### src/rtl/eav_pkg.sv
// ----------------------------------------------------------------------------
// eav_pkg
// Shared types and constants of the endpoint address validator.
// ----------------------------------------------------------------------------
package eav_pkg;

	localparam int MAX_NAME_LENGTH_DEF    = 253;
	localparam int MAX_LABEL_LENGTH_DEF   = 63;
	localparam int MAX_IP_TEXT_LENGTH_DEF = 63;
	localparam int QUEUE_DEPTH            = 2;

	localparam logic [16:0] PORT_MAX        = 17'd65535;
	localparam logic [2:0]  PORT_DIGITS_MAX = 3'd5;
	localparam logic [3:0]  IPV6_UNITS      = 4'd8;
	localparam logic [2:0]  HEX_DIGITS_MAX  = 3'd4;

	localparam logic [7:0] CH_COLON   = 8'h3A;
	localparam logic [7:0] CH_SLASH   = 8'h2F;
	localparam logic [7:0] CH_DOT     = 8'h2E;
	localparam logic [7:0] CH_DASH    = 8'h2D;
	localparam logic [7:0] CH_LBRACK  = 8'h5B;
	localparam logic [7:0] CH_RBRACK  = 8'h5D;
	localparam logic [7:0] CH_PERCENT = 8'h25;
	localparam logic [7:0] CH_UNDER   = 8'h5F;
	localparam logic [7:0] CH_TILDE   = 8'h7E;
	localparam logic [7:0] CH_TWO     = 8'h32;
	localparam logic [7:0] CH_FIVE    = 8'h35;

	typedef struct packed {
		logic [7:0] character;
		logic       last;
	} eav_in_t;

	typedef struct packed {
		logic        valid_res;
		logic        bracketed;
		logic        port_present;
		logic [15:0] port_number;
		logic        prefix_present;
		logic [7:0]  host_length;
	} eav_out_t;

	typedef struct packed {
		logic       is_digit;
		logic       is_hex;
		logic       is_alnum;
		logic       is_prefix;
		logic       colon;
		logic       slash;
		logic       dot;
		logic       dash;
		logic       lbrack;
		logic       rbrack;
		logic       percent;
		logic       two;
		logic       five;
		logic [3:0] digit;
		logic       last;
	} eav_item_t;

endpackage

### src/rtl/eav_front.sv
// ----------------------------------------------------------------------------
// eav_front
// Classifies each incoming character into the flags the parser needs.
// ----------------------------------------------------------------------------
module eav_front (
	input  eav_pkg::eav_in_t   data,
	output eav_pkg::eav_item_t item
);

	logic [7:0] c;
	logic       dig;
	logic       upper;
	logic       lower;

	assign c     = data.character;
	assign dig   = (c >= 8'h30) && (c <= 8'h39);
	assign upper = (c >= 8'h41) && (c <= 8'h5A);
	assign lower = (c >= 8'h61) && (c <= 8'h7A);

	always_comb begin
		item           = '0;
		item.is_digit  = dig;
		item.is_hex    = dig || ((c >= 8'h41) && (c <= 8'h46)) || ((c >= 8'h61) && (c <= 8'h66));
		item.is_alnum  = dig || upper || lower;
		item.is_prefix = dig || upper || lower || (c == eav_pkg::CH_DOT) ||
			(c == eav_pkg::CH_UNDER) || (c == eav_pkg::CH_TILDE) || (c == eav_pkg::CH_DASH);
		item.colon     = (c == eav_pkg::CH_COLON);
		item.slash     = (c == eav_pkg::CH_SLASH);
		item.dot       = (c == eav_pkg::CH_DOT);
		item.dash      = (c == eav_pkg::CH_DASH);
		item.lbrack    = (c == eav_pkg::CH_LBRACK);
		item.rbrack    = (c == eav_pkg::CH_RBRACK);
		item.percent   = (c == eav_pkg::CH_PERCENT);
		item.two       = (c == eav_pkg::CH_TWO);
		item.five      = (c == eav_pkg::CH_FIVE);
		item.digit     = c[3:0];
		item.last      = data.last;
	end

endmodule

### src/rtl/eav_queue.sv
// ----------------------------------------------------------------------------
// eav_queue
// Short queue of classified characters between the front and the parser.
// ----------------------------------------------------------------------------
module eav_queue #(
	parameter int DEPTH = eav_pkg::QUEUE_DEPTH
) (
	input  logic               clk,
	input  logic               arst_n,
	input  logic               push,
	input  eav_pkg::eav_item_t push_item,
	output logic               full,
	input  logic               pop,
	output logic               nonempty,
	output eav_pkg::eav_item_t head
);

	localparam int PW = (DEPTH > 1) ? $clog2(DEPTH) : 1;
	localparam int CW = $clog2(DEPTH + 1);

	eav_pkg::eav_item_t entries_q [DEPTH];
	logic [PW-1:0] wr_ptr_q;
	logic [PW-1:0] rd_ptr_q;
	logic [CW-1:0] count_q;
	logic          do_push;
	logic          do_pop;

	assign full     = (count_q == CW'(DEPTH));
	assign nonempty = (count_q != '0);
	assign head     = entries_q[rd_ptr_q];
	assign do_push  = push && !full;
	assign do_pop   = pop && nonempty;

	always_ff @(posedge clk) begin
		if (do_push) begin
			entries_q[wr_ptr_q] <= push_item;
		end
	end

	always_ff @(posedge clk or negedge arst_n) begin
		if (!arst_n) begin
			wr_ptr_q <= '0;
			rd_ptr_q <= '0;
			count_q  <= '0;
		end else begin
			if (do_push) begin
				wr_ptr_q <= (wr_ptr_q == PW'(DEPTH - 1)) ? '0 : wr_ptr_q + 1'b1;
			end
			if (do_pop) begin
				rd_ptr_q <= (rd_ptr_q == PW'(DEPTH - 1)) ? '0 : rd_ptr_q + 1'b1;
			end
			if (do_push && !do_pop) begin
				count_q <= count_q + 1'b1;
			end else if (do_pop && !do_push) begin
				count_q <= count_q - 1'b1;
			end
		end
	end

endmodule

### src/rtl/eav_core.sv
// ----------------------------------------------------------------------------
// eav_core
// Parser state machine that walks the classified characters and registers
// one verdict at the end of each string.
// ----------------------------------------------------------------------------
module eav_core #(
	parameter int MAX_NAME_LENGTH    = eav_pkg::MAX_NAME_LENGTH_DEF,
	parameter int MAX_LABEL_LENGTH   = eav_pkg::MAX_LABEL_LENGTH_DEF,
	parameter int MAX_IP_TEXT_LENGTH = eav_pkg::MAX_IP_TEXT_LENGTH_DEF
) (
	input  logic               clk,
	input  logic               arst_n,
	input  logic               item_valid,
	input  eav_pkg::eav_item_t item,
	output logic               item_pop,
	output logic               verdict_valid,
	input  logic               verdict_ready,
	output eav_pkg::eav_out_t  verdict_data
);

	localparam int LW = $clog2(MAX_LABEL_LENGTH + 1);

	typedef enum logic [2:0] {
		PH_START,
		PH_DNS,
		PH_IPV6,
		PH_AFTER,
		PH_PORT,
		PH_PREFIX
	} phase_t;

	phase_t        phase_q,  phase_n;
	logic          failed_q, failed_n;
	logic [8:0]    hc_q,     hc_n;
	logic [LW-1:0] lc_q,     lc_n;
	logic          pdash_q,  pdash_n;
	logic [16:0]   pacc_q,   pacc_n;
	logic [2:0]    pdc_q,    pdc_n;
	logic [3:0]    gc_q,     gc_n;
	logic [2:0]    dc_q,     dc_n;
	logic          cs_q,     cs_n;
	logic [2:0]    tail_q,   tail_n;
	logic [2:0]    zone_q,   zone_n;
	logic [1:0]    crun_q,   crun_n;
	logic [13:0]   fv_q,     fv_n;
	logic          fdec_q,   fdec_n;
	logic [9:0]    ov_q,     ov_n;
	logic [1:0]    od_q,     od_n;
	logic          sbr_q,    sbr_n;
	logic          spt_q,    spt_n;
	logic          spf_q,    spf_n;
	eav_pkg::eav_out_t res;

	assign item_pop = item_valid && !(item.last && verdict_valid && !verdict_ready);

	always_comb begin
		logic       dns_end;
		logic       host_ch;
		logic       ok;
		logic [4:0] gsum;
		dns_end  = 1'b0;
		host_ch  = 1'b0;
		ok       = 1'b0;
		phase_n  = phase_q;
		failed_n = failed_q;
		hc_n     = hc_q;
		lc_n     = lc_q;
		pdash_n  = pdash_q;
		pacc_n   = pacc_q;
		pdc_n    = pdc_q;
		gc_n     = gc_q;
		dc_n     = dc_q;
		cs_n     = cs_q;
		tail_n   = tail_q;
		zone_n   = zone_q;
		crun_n   = crun_q;
		fv_n     = fv_q;
		fdec_n   = fdec_q;
		ov_n     = ov_q;
		od_n     = od_q;
		sbr_n    = sbr_q;
		spt_n    = spt_q;
		spf_n    = spf_q;
		res      = '0;
		gsum     = '0;

		case (phase_q)
			PH_START: begin
				if (item.lbrack) begin
					sbr_n   = 1'b1;
					phase_n = PH_IPV6;
				end else begin
					phase_n = PH_DNS;
					host_ch = 1'b1;
				end
			end
			PH_DNS: host_ch = 1'b1;
			PH_IPV6: begin
				if (zone_q == 3'd0 && (item.rbrack || item.percent)) begin
					if (hc_q == 9'd0 || hc_q > 9'(MAX_IP_TEXT_LENGTH)) failed_n = 1'b1;
					gsum = {1'b0, gc_q};
					if (tail_q != 3'd0) begin
						if (tail_q != 3'd4 || od_q == 2'd0) failed_n = 1'b1;
						else gsum = gsum + 5'd2;
					end else if (dc_q != 3'd0) begin
						gsum = gsum + 5'd1;
					end else if (crun_q != 2'd2) begin
						failed_n = 1'b1;
					end
					if (gsum > {1'b0, eav_pkg::IPV6_UNITS}) failed_n = 1'b1;
					else gc_n = gsum[3:0];
					if (cs_q ? (gc_n > 4'd7) : (gc_n != eav_pkg::IPV6_UNITS)) failed_n = 1'b1;
				end
				if (item.rbrack) begin
					if (zone_q != 3'd0 && zone_q < 3'd4) failed_n = 1'b1;
					phase_n = PH_AFTER;
				end else begin
					if (zone_q == 3'd0) begin
						if (item.percent) begin
							zone_n = 3'd1;
						end else if (item.colon) begin
							if (tail_q != 3'd0) begin
								failed_n = 1'b1;
							end else if (dc_q != 3'd0) begin
								if (gc_q + 4'd1 > eav_pkg::IPV6_UNITS) failed_n = 1'b1;
								else gc_n = gc_q + 4'd1;
								dc_n   = '0;
								fv_n   = '0;
								fdec_n = 1'b1;
								crun_n = 2'd1;
							end else if (crun_q == 2'd1) begin
								if (cs_q) failed_n = 1'b1;
								cs_n   = 1'b1;
								crun_n = 2'd2;
							end else if (crun_q == 2'd2) begin
								failed_n = 1'b1;
							end else begin
								crun_n = 2'd1;
							end
						end else begin
							if (crun_q == 2'd1 && hc_q == 9'd1) failed_n = 1'b1;
							crun_n = 2'd0;
							if (tail_q != 3'd0) begin
								if (item.is_digit) begin
									if (od_q == 2'd3) begin
										failed_n = 1'b1;
									end else begin
										ov_n = 10'((ov_q << 3) + (ov_q << 1)) + 10'(item.digit);
										od_n = od_q + 2'd1;
										if (ov_n > 10'd255) failed_n = 1'b1;
									end
								end else if (item.dot) begin
									if (od_q == 2'd0 || tail_q >= 3'd4) begin
										failed_n = 1'b1;
									end else begin
										tail_n = tail_q + 3'd1;
										ov_n   = '0;
										od_n   = '0;
									end
								end else begin
									failed_n = 1'b1;
								end
							end else if (item.dot) begin
								if (dc_q == 3'd0 || dc_q > 3'd3 || !fdec_q || fv_q > 14'd255) begin
									failed_n = 1'b1;
								end else begin
									tail_n = 3'd2;
									ov_n   = '0;
									od_n   = '0;
								end
							end else if (item.is_hex) begin
								if (dc_q >= eav_pkg::HEX_DIGITS_MAX) begin
									failed_n = 1'b1;
								end else begin
									dc_n = dc_q + 3'd1;
									if (item.is_digit) begin
										fv_n = 14'((fv_q << 3) + (fv_q << 1)) + 14'(item.digit);
									end else begin
										fdec_n = 1'b0;
									end
								end
							end else begin
								failed_n = 1'b1;
							end
						end
					end else if (zone_q == 3'd1) begin
						if (item.two) zone_n = 3'd2;
						else failed_n = 1'b1;
					end else if (zone_q == 3'd2) begin
						if (item.five) zone_n = 3'd3;
						else failed_n = 1'b1;
					end else begin
						if (item.is_prefix) zone_n = 3'd4;
						else failed_n = 1'b1;
					end
					if (hc_q != 9'd256) hc_n = hc_q + 9'd1;
				end
			end
			PH_AFTER: begin
				if (item.colon) begin
					phase_n = PH_PORT;
					spt_n   = 1'b1;
				end else if (item.slash) begin
					phase_n = PH_PREFIX;
					spf_n   = 1'b1;
				end else begin
					failed_n = 1'b1;
				end
			end
			PH_PORT: begin
				if (item.is_digit) begin
					if (pdc_q >= eav_pkg::PORT_DIGITS_MAX) begin
						failed_n = 1'b1;
					end else begin
						pacc_n = 17'((pacc_q << 3) + (pacc_q << 1)) + 17'(item.digit);
						pdc_n  = pdc_q + 3'd1;
					end
				end else if (item.slash) begin
					if (pdc_q == 3'd0 || pacc_q == 17'd0 || pacc_q > eav_pkg::PORT_MAX) begin
						failed_n = 1'b1;
					end
					phase_n = PH_PREFIX;
					spf_n   = 1'b1;
				end else begin
					failed_n = 1'b1;
				end
			end
			PH_PREFIX: begin
				if (!item.is_prefix && !item.slash) failed_n = 1'b1;
			end
			default: failed_n = 1'b1;
		endcase

		if (host_ch) begin
			if (item.colon) begin
				dns_end = 1'b1;
				phase_n = PH_PORT;
				spt_n   = 1'b1;
			end else if (item.slash) begin
				dns_end = 1'b1;
				phase_n = PH_PREFIX;
				spf_n   = 1'b1;
			end else begin
				if (item.dot) begin
					if (lc_q == '0 || pdash_q) failed_n = 1'b1;
					lc_n = '0;
				end else if (item.is_alnum || item.dash) begin
					if (lc_q == '0 && item.dash) failed_n = 1'b1;
					if (lc_q >= LW'(MAX_LABEL_LENGTH)) failed_n = 1'b1;
					else lc_n = lc_q + 1'b1;
				end else begin
					failed_n = 1'b1;
				end
				pdash_n = item.dash;
				if (hc_q != 9'd256) hc_n = hc_q + 9'd1;
			end
		end

		if (item.last && phase_n == PH_DNS) dns_end = 1'b1;
		if (dns_end) begin
			if (hc_n == 9'd0 || hc_n > 9'(MAX_NAME_LENGTH) || lc_n == '0 || pdash_n) begin
				failed_n = 1'b1;
			end
		end

		if (item.last) begin
			if (phase_n == PH_IPV6 || phase_n == PH_START) begin
				failed_n = 1'b1;
			end else if (phase_n == PH_PORT) begin
				if (pdc_n == 3'd0 || pacc_n == 17'd0 || pacc_n > eav_pkg::PORT_MAX) begin
					failed_n = 1'b1;
				end
			end
			ok                 = !failed_n;
			res.valid_res      = ok;
			res.bracketed      = ok && sbr_n;
			res.port_present   = ok && spt_n;
			res.port_number    = (ok && spt_n) ? pacc_n[15:0] : 16'd0;
			res.prefix_present = ok && spf_n;
			res.host_length    = ok ? (hc_n[8] ? 8'd255 : hc_n[7:0]) : 8'd0;
			phase_n  = PH_START;
			failed_n = 1'b0;
			hc_n     = '0;
			lc_n     = '0;
			pdash_n  = 1'b0;
			pacc_n   = '0;
			pdc_n    = '0;
			gc_n     = '0;
			dc_n     = '0;
			cs_n     = 1'b0;
			tail_n   = '0;
			zone_n   = '0;
			crun_n   = '0;
			fv_n     = '0;
			fdec_n   = 1'b1;
			ov_n     = '0;
			od_n     = '0;
			sbr_n    = 1'b0;
			spt_n    = 1'b0;
			spf_n    = 1'b0;
		end
	end

	always_ff @(posedge clk or negedge arst_n) begin
		if (!arst_n) begin
			phase_q       <= PH_START;
			failed_q      <= 1'b0;
			hc_q          <= '0;
			lc_q          <= '0;
			pdash_q       <= 1'b0;
			pacc_q        <= '0;
			pdc_q         <= '0;
			gc_q          <= '0;
			dc_q          <= '0;
			cs_q          <= 1'b0;
			tail_q        <= '0;
			zone_q        <= '0;
			crun_q        <= '0;
			fv_q          <= '0;
			fdec_q        <= 1'b1;
			ov_q          <= '0;
			od_q          <= '0;
			sbr_q         <= 1'b0;
			spt_q         <= 1'b0;
			spf_q         <= 1'b0;
			verdict_valid <= 1'b0;
		end else begin
			if (item_pop) begin
				phase_q  <= phase_n;
				failed_q <= failed_n;
				hc_q     <= hc_n;
				lc_q     <= lc_n;
				pdash_q  <= pdash_n;
				pacc_q   <= pacc_n;
				pdc_q    <= pdc_n;
				gc_q     <= gc_n;
				dc_q     <= dc_n;
				cs_q     <= cs_n;
				tail_q   <= tail_n;
				zone_q   <= zone_n;
				crun_q   <= crun_n;
				fv_q     <= fv_n;
				fdec_q   <= fdec_n;
				ov_q     <= ov_n;
				od_q     <= od_n;
				sbr_q    <= sbr_n;
				spt_q    <= spt_n;
				spf_q    <= spf_n;
			end
			if (item_pop && item.last) begin
				verdict_valid <= 1'b1;
			end else if (verdict_ready) begin
				verdict_valid <= 1'b0;
			end
		end
	end

	always_ff @(posedge clk) begin
		if (item_pop && item.last) begin
			verdict_data <= res;
		end
	end

endmodule

### src/rtl/endpoint_address_validator.sv
// ----------------------------------------------------------------------------
// endpoint_address_validator
// Checks host[:port][/prefix] endpoint strings streamed one character a beat.
// ----------------------------------------------------------------------------
// Characters enter on the char channel (valid/ready), one beat each, with last
// set on the final character of a string. The front classifies each beat and
// writes it into a two-entry queue; the parser pops one beat per cycle when not
// held. One verdict beat per string leaves on the verdict channel, registered
// in the parser as it pops the string's last character. Sustained throughput
// is one character per cycle while verdicts are taken.
// A verdict that is not taken holds the parser only when the next string's
// last character reaches it; other characters keep flowing, and the queue
// fills before char_ready drops.
// Reset clears the queue, the parser state and the verdict valid flag, so the
// block starts at the beginning of a new string.
// ----------------------------------------------------------------------------
module endpoint_address_validator #(
	parameter int MAX_NAME_LENGTH    = eav_pkg::MAX_NAME_LENGTH_DEF,
	parameter int MAX_LABEL_LENGTH   = eav_pkg::MAX_LABEL_LENGTH_DEF,
	parameter int MAX_IP_TEXT_LENGTH = eav_pkg::MAX_IP_TEXT_LENGTH_DEF
) (
	input  logic              clk,
	input  logic              arst_n,
	input  logic              char_valid,
	output logic              char_ready,
	input  eav_pkg::eav_in_t  char_data,
	output logic              verdict_valid,
	input  logic              verdict_ready,
	output eav_pkg::eav_out_t verdict_data
);

	eav_pkg::eav_item_t front_item;
	eav_pkg::eav_item_t head_item;
	logic               q_full;
	logic               q_nonempty;
	logic               q_pop;

	eav_front u_front (
		.data (char_data),
		.item (front_item)
	);

	eav_queue #(
		.DEPTH (eav_pkg::QUEUE_DEPTH)
	) u_queue (
		.clk       (clk),
		.arst_n    (arst_n),
		.push      (char_valid),
		.push_item (front_item),
		.full      (q_full),
		.pop       (q_pop),
		.nonempty  (q_nonempty),
		.head      (head_item)
	);

	assign char_ready = !q_full;

	eav_core #(
		.MAX_NAME_LENGTH    (MAX_NAME_LENGTH),
		.MAX_LABEL_LENGTH   (MAX_LABEL_LENGTH),
		.MAX_IP_TEXT_LENGTH (MAX_IP_TEXT_LENGTH)
	) u_core (
		.clk           (clk),
		.arst_n        (arst_n),
		.item_valid    (q_nonempty),
		.item          (head_item),
		.item_pop      (q_pop),
		.verdict_valid (verdict_valid),
		.verdict_ready (verdict_ready),
		.verdict_data  (verdict_data)
	);

`ifndef SYNTHESIS
	a_fail_zero: assert property (@(posedge clk) disable iff (!arst_n)
		verdict_valid && !verdict_data.valid_res |->
		verdict_data.port_number == 16'd0 && verdict_data.host_length == 8'd0 &&
		!verdict_data.bracketed && !verdict_data.port_present &&
		!verdict_data.prefix_present)
		else $error("failed verdict carries nonzero fields");
	a_port_zero: assert property (@(posedge clk) disable iff (!arst_n)
		verdict_valid && !verdict_data.port_present |-> verdict_data.port_number == 16'd0)
		else $error("port number without port");
	a_host_nonempty: assert property (@(posedge clk) disable iff (!arst_n)
		verdict_valid && verdict_data.valid_res |-> verdict_data.host_length != 8'd0)
		else $error("valid verdict with empty host");
`endif

endmodule
### config.mk
export PLATFORM = sky130hd
export DESIGN_NAME = endpoint_address_validator
export DESIGN_NICKNAME = d
export VERILOG_FILES = /design/src/rtl/eav_pkg.sv /design/src/rtl/eav_front.sv /design/src/rtl/eav_queue.sv /design/src/rtl/eav_core.sv /design/src/rtl/endpoint_address_validator.sv
export SDC_FILE = /design/constraint.sdc
export NUM_CORES = 1
export LEC_CHECK = 0
export BUFFER_PORTS_ARGS = -buffer_cell sky130_fd_sc_hd__buf_2
export CAP_MARGIN = 20
export CELL_PAD_IN_SITES_DETAIL_PLACEMENT = 0
export CELL_PAD_IN_SITES_GLOBAL_PLACEMENT = 1
export CORE_MARGIN = 2
export CORE_UTILIZATION = 30
export DETAILED_ROUTE_END_ITERATION = 16
export PLACE_DENSITY_LB_ADDON = 0.1
export SYNTH_ARGS = -nofsm -noshare
export SYNTH_HDL_FRONTEND = slang
export SYNTH_SLANG_ARGS = --single-unit
export TNS_END_PERCENT = 30
### constraint.sdc
create_clock -name clk -period 6.2 [get_ports clk]
set_clock_uncertainty 0.1 [all_clocks]
set_input_delay 1.86 -clock clk [delete_from_list [all_inputs] [get_ports clk]]
set_output_delay 1.86 -clock clk [all_outputs]
set_load 0.05 [all_outputs]
==> qor.yml, run 1 <==
detailed_routing:
  vias_per_cell: 5.41
  drc: 0
  dr.pass1.iters: 4
  postRouteAntennaNets: 0
  wl_mm: 32.7
  vias: 8900
  wire_per_inst_um: 19.8
  drtIter0Drc: 369
critical_path:
  worstPathArrival_ps: 4760
  start_kind: "flip-flop"
  worstPathMaxFanout: 21
  slowest_delay_ps: 530
  path_buf_inv: 3
  crit_chain: "mux2i_1, inv_1, fa_1, inv_1, fa_1, nand2b_1, a21o_1, a311oi_1, nor4_1, o31ai_1, nand4bb_1, nor4_4, buf_4, a2111oi_2"
  cp.required_ps: 6340
  cpMaxStageDelayCell: "fa_1"
  crit_family: "compound AO/OA/AOI/OAI gates"
  endpoint_kind: "flip-flop"
  critPathKind: "flip-flop to flip-flop"
die:
  std_cell_rows: 69
  dieWidth_um: 194
  start_util_pct: 30.5
  die_area_sq_um: 37700
  die_h_um: 194
  ios: 43
  core_area_sq_um: 35600
clock_tree:
  ctsRootBufferMaster: "clkbuf_16"
  cts.sinks: 154
  postCtsHoldBufs: 0
  cts_tree: "built"
  postCtsSetupRepairBufs: 0
  clk_pin_slew_ps: 70
  cts-htree-levels: 4
  ctsResizeCount: 0
  numCtsBuffers: 17
  clkLatencyLatePin_ps: 450
  ctsLongestPathBuffers: 2
layout:
  drive_above_1_share_pct: 11.1
  fillers: 3641
  areaGrowthSynthToFinish_pct: 11.2
  nets: 1273
  n_antenna_cell: 0
  final_area_sq_um: 12100
sta:
  slew_headroom_pct: 34.3
  fmax_mhz: 216
  rsz0062_at_grt: "false"
  final-setup-viol-count: 0
  finalCritPeriodShare_pct: 74.6
  report.final.slew_viol_count: 0
  hold_violations: 0
  fin_crit_ps: 4630
  tns_ps: 0
  tightest_slew_ps: 985
global_route:
  grt_usage_pct: 17.6
  gr-total-overflow: 0
  grt_pass1_wl_mm: 52.2
  grt_pass1_vias: 8859
  grt_start_max_net_pins: 49
  antenna_found_initial: 0
placed_design:
  place_congestion: 0.792
  dp_hpwl_mm: 24.3
  place_area_sq_um: 11500
  io_buffers: 42
logic_synthesis:
  yosysTopAreaCell: "dfrtp_1"
  yosys-top-cells-count: "120 x nand2_1, 90 x o21ai_0, 89 x dfrtp_1"
  synth-warning-count: 0
  syn_avg_cell_area_sq_um: 9.42
  synthTopCellsByArea: "dfrtp_1 21%, edfxtp_1 18%, ha_1 9.5%"
  async_reset_ff_share_pct: 58.4
  synth_seq_area_share_pct: 38.5
  synth.distinct_cells: 97
  synthCells: 1152
  ys.flop_type: "dfrtp_1"
  synth_top_area_share_pct: 20.5
  syn_nets: 1253
  synth_seq_cells: 154
  yosysMostFrequentCell: "nand2_1"
  synth-edff-count: 64
  syn_area_sq_um: 10900
power:
  peakVddDrop_v: 0.000206
  p_leak_nw: 4.94
  power_density_nw_per_um2: 466
flow_run:
  maxCapViolCount: 0
worst_hold_path:
  hp-class: "flip-flop to flip-flop"
run_status:
  status: "finished clean"
where the power goes:
group	switching [W]	internal, W	leakage [nW]
clock network	0.000479	0.000602	0.283
registers	0.000222	0.00137	1.84
logic	0.00209	0.000871	2.82
cells in the final DEF, fill, tap and decap left out, types with 25 or more instances in the layout:
| cell | Yosys | final |
|---|---|---|
| nand2_1 | 120 | 120 |
| o21ai_0 | 90 | 90 |
| edfxtp_1 | 64 | 64 |
| inv_1 | 53 | 53 |
| a21oi_1 | 60 | 60 |
| nand3_1 | 29 | 29 |
| nor2_1 | 78 | 78 |
| nor3_1 | 35 | 35 |
| dfrtp_1 | 89 | 89 |
| buf_2 | 4 | 41 |
| ha_1 | 82 | 82 |
| xnor2_1 | 25 | 25 |
per-layer routing:
metal | global-route usage [%] | vias to the layer above | share of wire [%]
li1 | - | 4362 | -
met1 | 25.4 | 4410 | 51
met2 | 27.7 | 107 | 46
met3 | 2.63 | 21 | 2.2
met4 | 4.15 | 0 | 1.2
met5 | 0 | - | 0
cell type report:
class	instances	area, sq um	area share (%)
flip-flops and latches	154	4180	34.6
well taps	461	577	4.78
inverters	53	199	1.65
clock buffers	17	425	3.52
multi-input cells	889	6210	51.4
clock inverters	15	165	1.37
repair buffers	57	325	2.69
stage by stage:
step | cells | worst slack (ps) | hold slack, ps | power (W) | util (%)
2_1_floorplan | 1152 | 1710 | 351 | 0.00372 | -
3_3_place_gp | 1614 | 1590 | 362 | 0.00462 | 32.3
6_report | 1646 | 1570 | 390 | 0.00563 | 33.9
4_1_cts | 1646 | 1430 | 388 | 0.00570 | 33.9
5_1_grt | 1646 | 1230 | 428 | 0.00604 | 33.9
3_5_place_dp | 1614 | 1470 | 373 | 0.00460 | 32.3
tightest hold or removal path, cell delays in order (launching register included):
cell and delay (ps):
dfrtp_1 340, nand2_1 50, o21ai_0 60
path summary, 6_finish.rpt:
check	start	to	slack [ps]	cells past startpoint
max	u_queue.rd_ptr_q	u_core.verdict_data[0]	1570	14
min	u_core.fv_q[13]	u_core.fv_q[13]	390	2
max reg2reg	u_queue.rd_ptr_q	u_core.verdict_data[0]	1570	14
min reg2reg	u_core.fv_q[13]	u_core.fv_q[13]	390	2
max in group asynchronous	arst_n	u_core.fv_q[11]	3550	2
min in group asynchronous	arst_n	u_core.gc_q[1]	1340	1
sequential cells by signal, indices dropped and copies added, names as in the netlist, 4 cells and up:
register             flops
u_core.ov_q              9
u_queue.entries_q       36
u_core.gc_q              4
u_core.hc_q              9
u_core.lc_q              6
u_core.fv_q             14
u_core.pacc_q           17
u_core.verdict_data     28
logic make-up after synthesis:
logic type | after synthesis | synth area share (%)
adder cells (fa/ha/maj) | 88 | 10.6
AND/OR/NAND/NOR | 392 | 18.4
AO/OA/AOI/OAI | 339 | 21.8
XOR/XNOR | 42 | 3.46
buffers and inverters | 109 | 4.46
flip-flops | 154 | 38.5
multiplexers | 28 | 2.82
Power figures use the tool's default switching activity.
==> run 2, diff against run 1 <==
- clock period: 6.2 -> 4.7 ns (I/O delays scaled with it)
==> qor.yml, run 2 (synthesized netlist as in run 1, its figures left out) <==
run_status:
  status: "finished clean"
critical_path:
  critPathKind: "flip-flop to flip-flop"
  crit_cells: 14  # unchanged
  worstPathArrival_ps: 4430  # -330 ps
  reg2reg_depth: 14  # unchanged
  cpMaxStageDelayCell: "fa_1"
  start_kind: "flip-flop"
  worstPathMaxFanout: 21  # unchanged
  crit_chain: "mux2i_1, inv_1, fa_1, inv_1, fa_1, nand2b_1, a21o_1, a311oi_1, nor4_1, o31ai_1, nand4bb_1, nor4_4, buf_4, nor4b_1"
  cp.required_ps: 4850  # -1490 ps
  crit_family: "adder cells"
  endpoint_kind: "flip-flop"
  slowest_delay_ps: 520  # about the same
  regToRegSetupSlack_ps: 420  # -1150 ps
  path_buf_inv: 3  # unchanged
detailed_routing:
  vias: 8964  # +0.72%
  vias_per_cell: 5.40  # about the same
  wl_mm: 33.5  # +2.5%
  postRouteAntennaNets: 0  # unchanged
  drc: 0  # unchanged
  dr.pass1.iters: 5  # +1
  drtIter0Drc: 630  # +71%
  wire_per_inst_um: 20.2  # +1.7%
layout:
  final_common_cell: "nand2_1"
  multi_input_area_sq_um: 6210  # +0.10%
  reg.largest.list: "u_queue.entries_q (36), u_core.verdict_data (28), u_core.pacc_q (17)"
  layoutNonFillerInstCount: 1659  # +0.79%
  n_antenna_cell: 0  # unchanged
  final_area_sq_um: 12200  # +1.1%
  largest-register: "u_queue.entries_q"
  mostFrequentLayoutCells: "120 x nand2_1, 90 x o21ai_0, 89 x dfrtp_1"
  areaGrowthSynthToFinish_pct: 12.4
  fillers: 3704  # +1.7%
  seq_area_sq_um: 4180  # unchanged
  nets: 1286  # +1.0%
  largest_reg_flops: 36  # unchanged
  drive_above_1_share_pct: 12.0  # +0.97 points
sta:
  report.final.slew_viol_count: 0  # unchanged
  rsz0062_at_grt: "false"
  fmax_mhz: 234  # +8.1%
  tightest_slew_ps: 914  # -70.9 ps
  finalWorstSetupSlack_ps: 422  # -1150 ps
  finalCritPeriodShare_pct: 91.0  # +16 points
  tns_ps: 0  # unchanged
  slew_headroom_pct: 39.0  # +4.7 points
  fin_crit_ps: 4280  # -348 ps
  hold_violations: 0  # unchanged
  final-setup-viol-count: 0  # unchanged
die:
  dieWidth_um: 194  # unchanged
  start_util_pct: 30.5  # unchanged
  ios: 43  # unchanged
  die_h_um: 194  # unchanged
  std_cell_rows: 69  # unchanged
  core_area_sq_um: 35600  # unchanged
  die_area_sq_um: 37700  # unchanged
placed_design:
  pre_cts_ws_ps: 320  # -1150 ps
  place_congestion: 0.790  # -0.35%
  dp_hpwl_mm: 24.4  # +0.16%
  dp.cells: 1627  # +0.81%
  io_buffers: 42  # unchanged
  place_area_sq_um: 11600  # +0.96%
global_route:
  gr-total-overflow: 0  # unchanged
  grt_pass1_vias: 9055  # +2.2%
  grt_start_max_net_pins: 91  # +86%
  grt_pass1_wl_mm: 53.4  # +2.2%
  grt_usage_pct: 18.1  # +0.45 points
  antenna_found_initial: 0  # unchanged
clock_tree:
  ctsRootBufferMaster: "clkbuf_16"
  clkLatencyLatePin_ps: 450  # about the same
  cts_tree: "built"
  ctsLongestPathBuffers: 2  # unchanged
  cts-htree-levels: 4  # unchanged
  numCtsBuffers: 17  # unchanged
  clk_pin_slew_ps: 80  # about the same
  cts.sinks: 154  # unchanged
power:
  p_total_w: 0.00757  # +34%
  power_density_nw_per_um2: 620  # +33%
  p_leak_nw: 5.01  # +1.3%
  peakVddDrop_v: 0.000285  # +38%
flow_run:
  maxCapViolCount: 0  # unchanged
worst_hold_path:
  hp-class: "flip-flop to flip-flop"
  hold-path-cell-count: 2  # unchanged
-- run 2: changes by cell type in the layout (fill, tap and decap cells not counted), moves of 2 or more --
cell	before	now
buf_4	16	28
clkinv_4	1	3
inv_8	3	0
clkbuf_1	0	2
-- run 2: cell type report --
type / count / share of cell area, %
Clock buffer: 19 / 3.55
Clock inverter: 13 / 1.38
Inverter: 53 / 1.63
Multi-Input combinational cell: 889 / 50.9
Sequential cell: 154 / 34.2
Tap cell: 461 / 4.73
Timing Repair Buffer: 70 / 3.57
-- run 2: power by group --
group,total (W),internal (W),leakage (nW),switching [W]
Clock,0.00146,0.000840,0.280,0.000618
Combinational,0.00401,0.00122,2.89,0.00279
Sequential,0.00210,0.00180,1.84,0.000300
-- run 2: worst paths after layout --
kind                                               end             start
worst min register to register         u_core.fv_q[13]   u_core.fv_q[13]
worst max register to register  u_core.verdict_data[9]  u_queue.rd_ptr_q
max in group asynchronous               u_core.fv_q[0]            arst_n
min in group asynchronous               u_core.gc_q[0]            arst_n
worst max-delay path            u_core.verdict_data[9]  u_queue.rd_ptr_q
worst min-delay path                   u_core.fv_q[13]   u_core.fv_q[13]
-- run 2: per-layer routing --
layer | routed length (um) | global-route usage [%] | up-vias | part of all wire [%]
li1 | - | - | 4386 | -
met1 | 16500 | 26.1 | 4361 | 49
met2 | 15300 | 28.4 | 189 | 46
met3 | 1090 | 2.44 | 28 | 3.3
met4 | 573 | 4.91 | 0 | 1.7
met5 | 0 | 0 | - | 0
-- run 2: timing repair --
item                                    CTS  global route
endpoints found under the setup margin    0             7
hold buffers                              0             0
resized for setup                         0             1
setup buffers                             0             0
-- run 2: worst min-delay path, cell delays in order (launching register included) --
cell	delay, ps
dfrtp_1	350
nand2_1	50
o21ai_0	60
-- run 2: stage by stage --
| step | util [%] | hold WS, ps |
|---|---|---|
| after floorplan | - | 351 |
| after detailed placement | 32.6 | 374 |
| after global placement | 32.6 | 368 |
| after global routing | 34.3 | 421 |
| after CTS | 34.3 | 391 |
| final | 34.3 | 385 |
==> run 3, diff against run 2 <==
- CORE_ASPECT_RATIO: default -> 1.1
==> qor.yml, run 3 (synthesized netlist as in run 1, its figures left out) <==
run_status:
  status: "finished clean"
sta:
  fmax_mhz: 229  # -1.9%
  report.final.slew_viol_count: 0  # unchanged
  tns_ps: 0  # unchanged
  finalCritPeriodShare_pct: 92.8  # +1.8 points
  rsz0062_at_grt: "false"
  final-setup-viol-count: 0  # unchanged
  whs_ps: 394  # +9.24 ps
  hold_violations: 0  # unchanged
  slew_headroom_pct: 40.1  # +1.1 points
  tightest_slew_ps: 898  # -16.2 ps
  finalWorstSetupSlack_ps: 339  # -83.4 ps
  fin_crit_ps: 4360  # +83.4 ps
die:
  std_cell_rows: 73  # +5.8%
  dieWidth_um: 185  # -4.6%
  core_area_sq_um: 35900  # +0.92%
  ios: 43  # unchanged
  start_util_pct: 30.2  # -0.28 points
  die_area_sq_um: 37700  # about the same
  die_h_um: 203  # +4.8%
layout:
  mostFrequentLayoutCells: "120 x nand2_1, 90 x o21ai_0, 89 x dfrtp_1"
  largest-register: "u_queue.entries_q"
  areaGrowthSynthToFinish_pct: 12.7
  reg.largest.list: "u_queue.entries_q (36), u_core.verdict_data (28), u_core.pacc_q (17)"
  final_area_sq_um: 12200  # +0.24%
  n_antenna_cell: 0  # unchanged
  fillers: 3734  # +0.81%
  final_common_cell: "nand2_1"
  largest_reg_flops: 36  # unchanged
  nets: 1287  # +0.078%
  drive_above_1_share_pct: 12.1  # +0.073 points
clock_tree:
  clk_pin_slew_ps: 60  # -20 ps
  ctsRootBufferMaster: "clkbuf_16"
  clkLatencyLatePin_ps: 450  # about the same
  cts.sinks: 154  # unchanged
  ctsLongestPathBuffers: 2  # unchanged
  cts-htree-levels: 4  # unchanged
  numCtsBuffers: 17  # unchanged
  cts_tree: "built"
detailed_routing:
  dr.pass1.iters: 5  # unchanged
  wl_mm: 33.5  # about the same
  drc: 0  # unchanged
  postRouteAntennaNets: 0  # unchanged
  vias: 8944  # -0.22%
  wire_per_inst_um: 19.9  # -1.5%
  drtIter0Drc: 587  # -6.8%
  vias_per_cell: 5.30  # -1.8%
placed_design:
  place_area_sq_um: 11600  # +0.24%
  pre_cts_ws_ps: 294  # -25.6 ps
  dp_hpwl_mm: 25.0  # +2.8%
  io_buffers: 42  # unchanged
  place_congestion: 0.798  # +1.1%
critical_path:
  cp.required_ps: 4750  # -100 ps
  start_kind: "flip-flop"
  crit_chain: "mux2i_1, inv_1, fa_1, inv_1, fa_1, nand2b_1, a21o_1, a311oi_1, o31a_1, o31ai_1, nand4bb_1, nor4_4, buf_4, a2111oi_2"
  worstPathMaxFanout: 21  # unchanged
  critPathKind: "flip-flop to flip-flop"
  slowest_delay_ps: 530  # about the same
  worstPathArrival_ps: 4410  # -20 ps
  endpoint_kind: "flip-flop"
  reg2reg_depth: 14  # unchanged
  cpMaxStageDelayCell: "fa_1"
global_route:
  grt_usage_pct: 18.7  # +0.64 points
  gr-total-overflow: 0  # unchanged
  grt_pass1_vias: 9154  # +1.1%
  antenna_found_initial: 0  # unchanged
  grt_pass1_wl_mm: 53.9  # +1.0%
  grt_start_max_net_pins: 50  # -45%
power:
  clockPowerShare_pct: 19.5  # +0.2 points
  p_leak_nw: 5.02  # +0.16%
  power_frac_seq_pct: 27.8  # about the same
  pwr-share-comb_pct: 52.7  # -0.3 points
  power_density_nw_per_um2: 616  # -0.72%
  switchingPower_w: 0.00368  # -0.61%
  p_sw_share_pct: 48.9  # -0.063 points
  p_int_w: 0.00385  # -0.36%
  peakVddDrop_v: 0.000347  # +22%
worst_hold_path:
  hold-path-cell-count: 1  # -1
  hp-class: "flip-flop to flip-flop"
flow_run:
  maxCapViolCount: 0  # unchanged
[run 3: timing repair]
item,CTS,global route
buffers inserted,0,0
gates resized for setup,0,2
hold buffers,0,0
setup endpoints to repair,0,10
[run 3: through the flow]
stage / utilization, % / cells / power, W
floorplan: - / 1152 / 0.00491
global placement: 32.4 / 1654 / 0.00616
detailed placement: 32.4 / 1654 / 0.00613
CTS: 34.0 / 1686 / 0.00763
global route: 34.1 / 1686 / 0.00811
finish: 34.1 / 1686 / 0.00753
[run 3: worst paths after layout]
check | start | end | slack (ps)
max in group asynchronous | arst_n | u_core.hc_q[0] | 2730
worst max register to register | u_queue.rd_ptr_q | u_core.verdict_data[4] | 340
min in group asynchronous | arst_n | u_core.crun_q[1] | 920
worst max-delay path | u_queue.rd_ptr_q | u_core.verdict_data[4] | 340
worst min register to register | u_queue.wr_ptr_q | u_queue.wr_ptr_q | 390
worst min-delay path | u_queue.wr_ptr_q | u_queue.wr_ptr_q | 390
[run 3: final cells by class]
class	count	area [sq um]	area share, %
Inverter	53	199	1.63
Clock inverter	14	170	1.39
Clock buffer	18	429	3.51
Multi-Input combinational cell	889	6210	50.8
Timing Repair Buffer	71	434	3.55
Sequential cell	154	4180	34.1
Tap cell	487	609	4.98
[run 3: routing by layer]
metal  track usage, %  vias to the layer above  routed length, um
li1                 -                     4398                  -
met1             25.8                     4362              16200
met2             30.6                      150              15800
met3             2.73                       34                925
met4             5.02                        0                546
met5                0                        -                  0
[run 3: power by group through the flow]
| stage | Clock [W] | Sequential [W] | Combinational [W] |
|---|---|---|---|
| 3_5_place_dp | 0 | 0.00213 | 0.00400 |
| 2_1_floorplan | 0 | 0.00236 | 0.00255 |
| 5_1_grt | 0.00158 | 0.00214 | 0.00439 |
| 3_3_place_gp | 0 | 0.00213 | 0.00403 |
| 4_1_cts | 0.00151 | 0.00211 | 0.00402 |
| 6_report | 0.00147 | 0.00209 | 0.00397 |
[run 3: worst max-delay path, delay by kind of cell, from the launching register on]
family / cells / cell delay, ps
compound gates: 5 / 930
fa+ha+maj: 2 / 970
buf+inv: 3 / 540
flops: 1 / 400
mux: 1 / 310
simple gates: 3 / 800
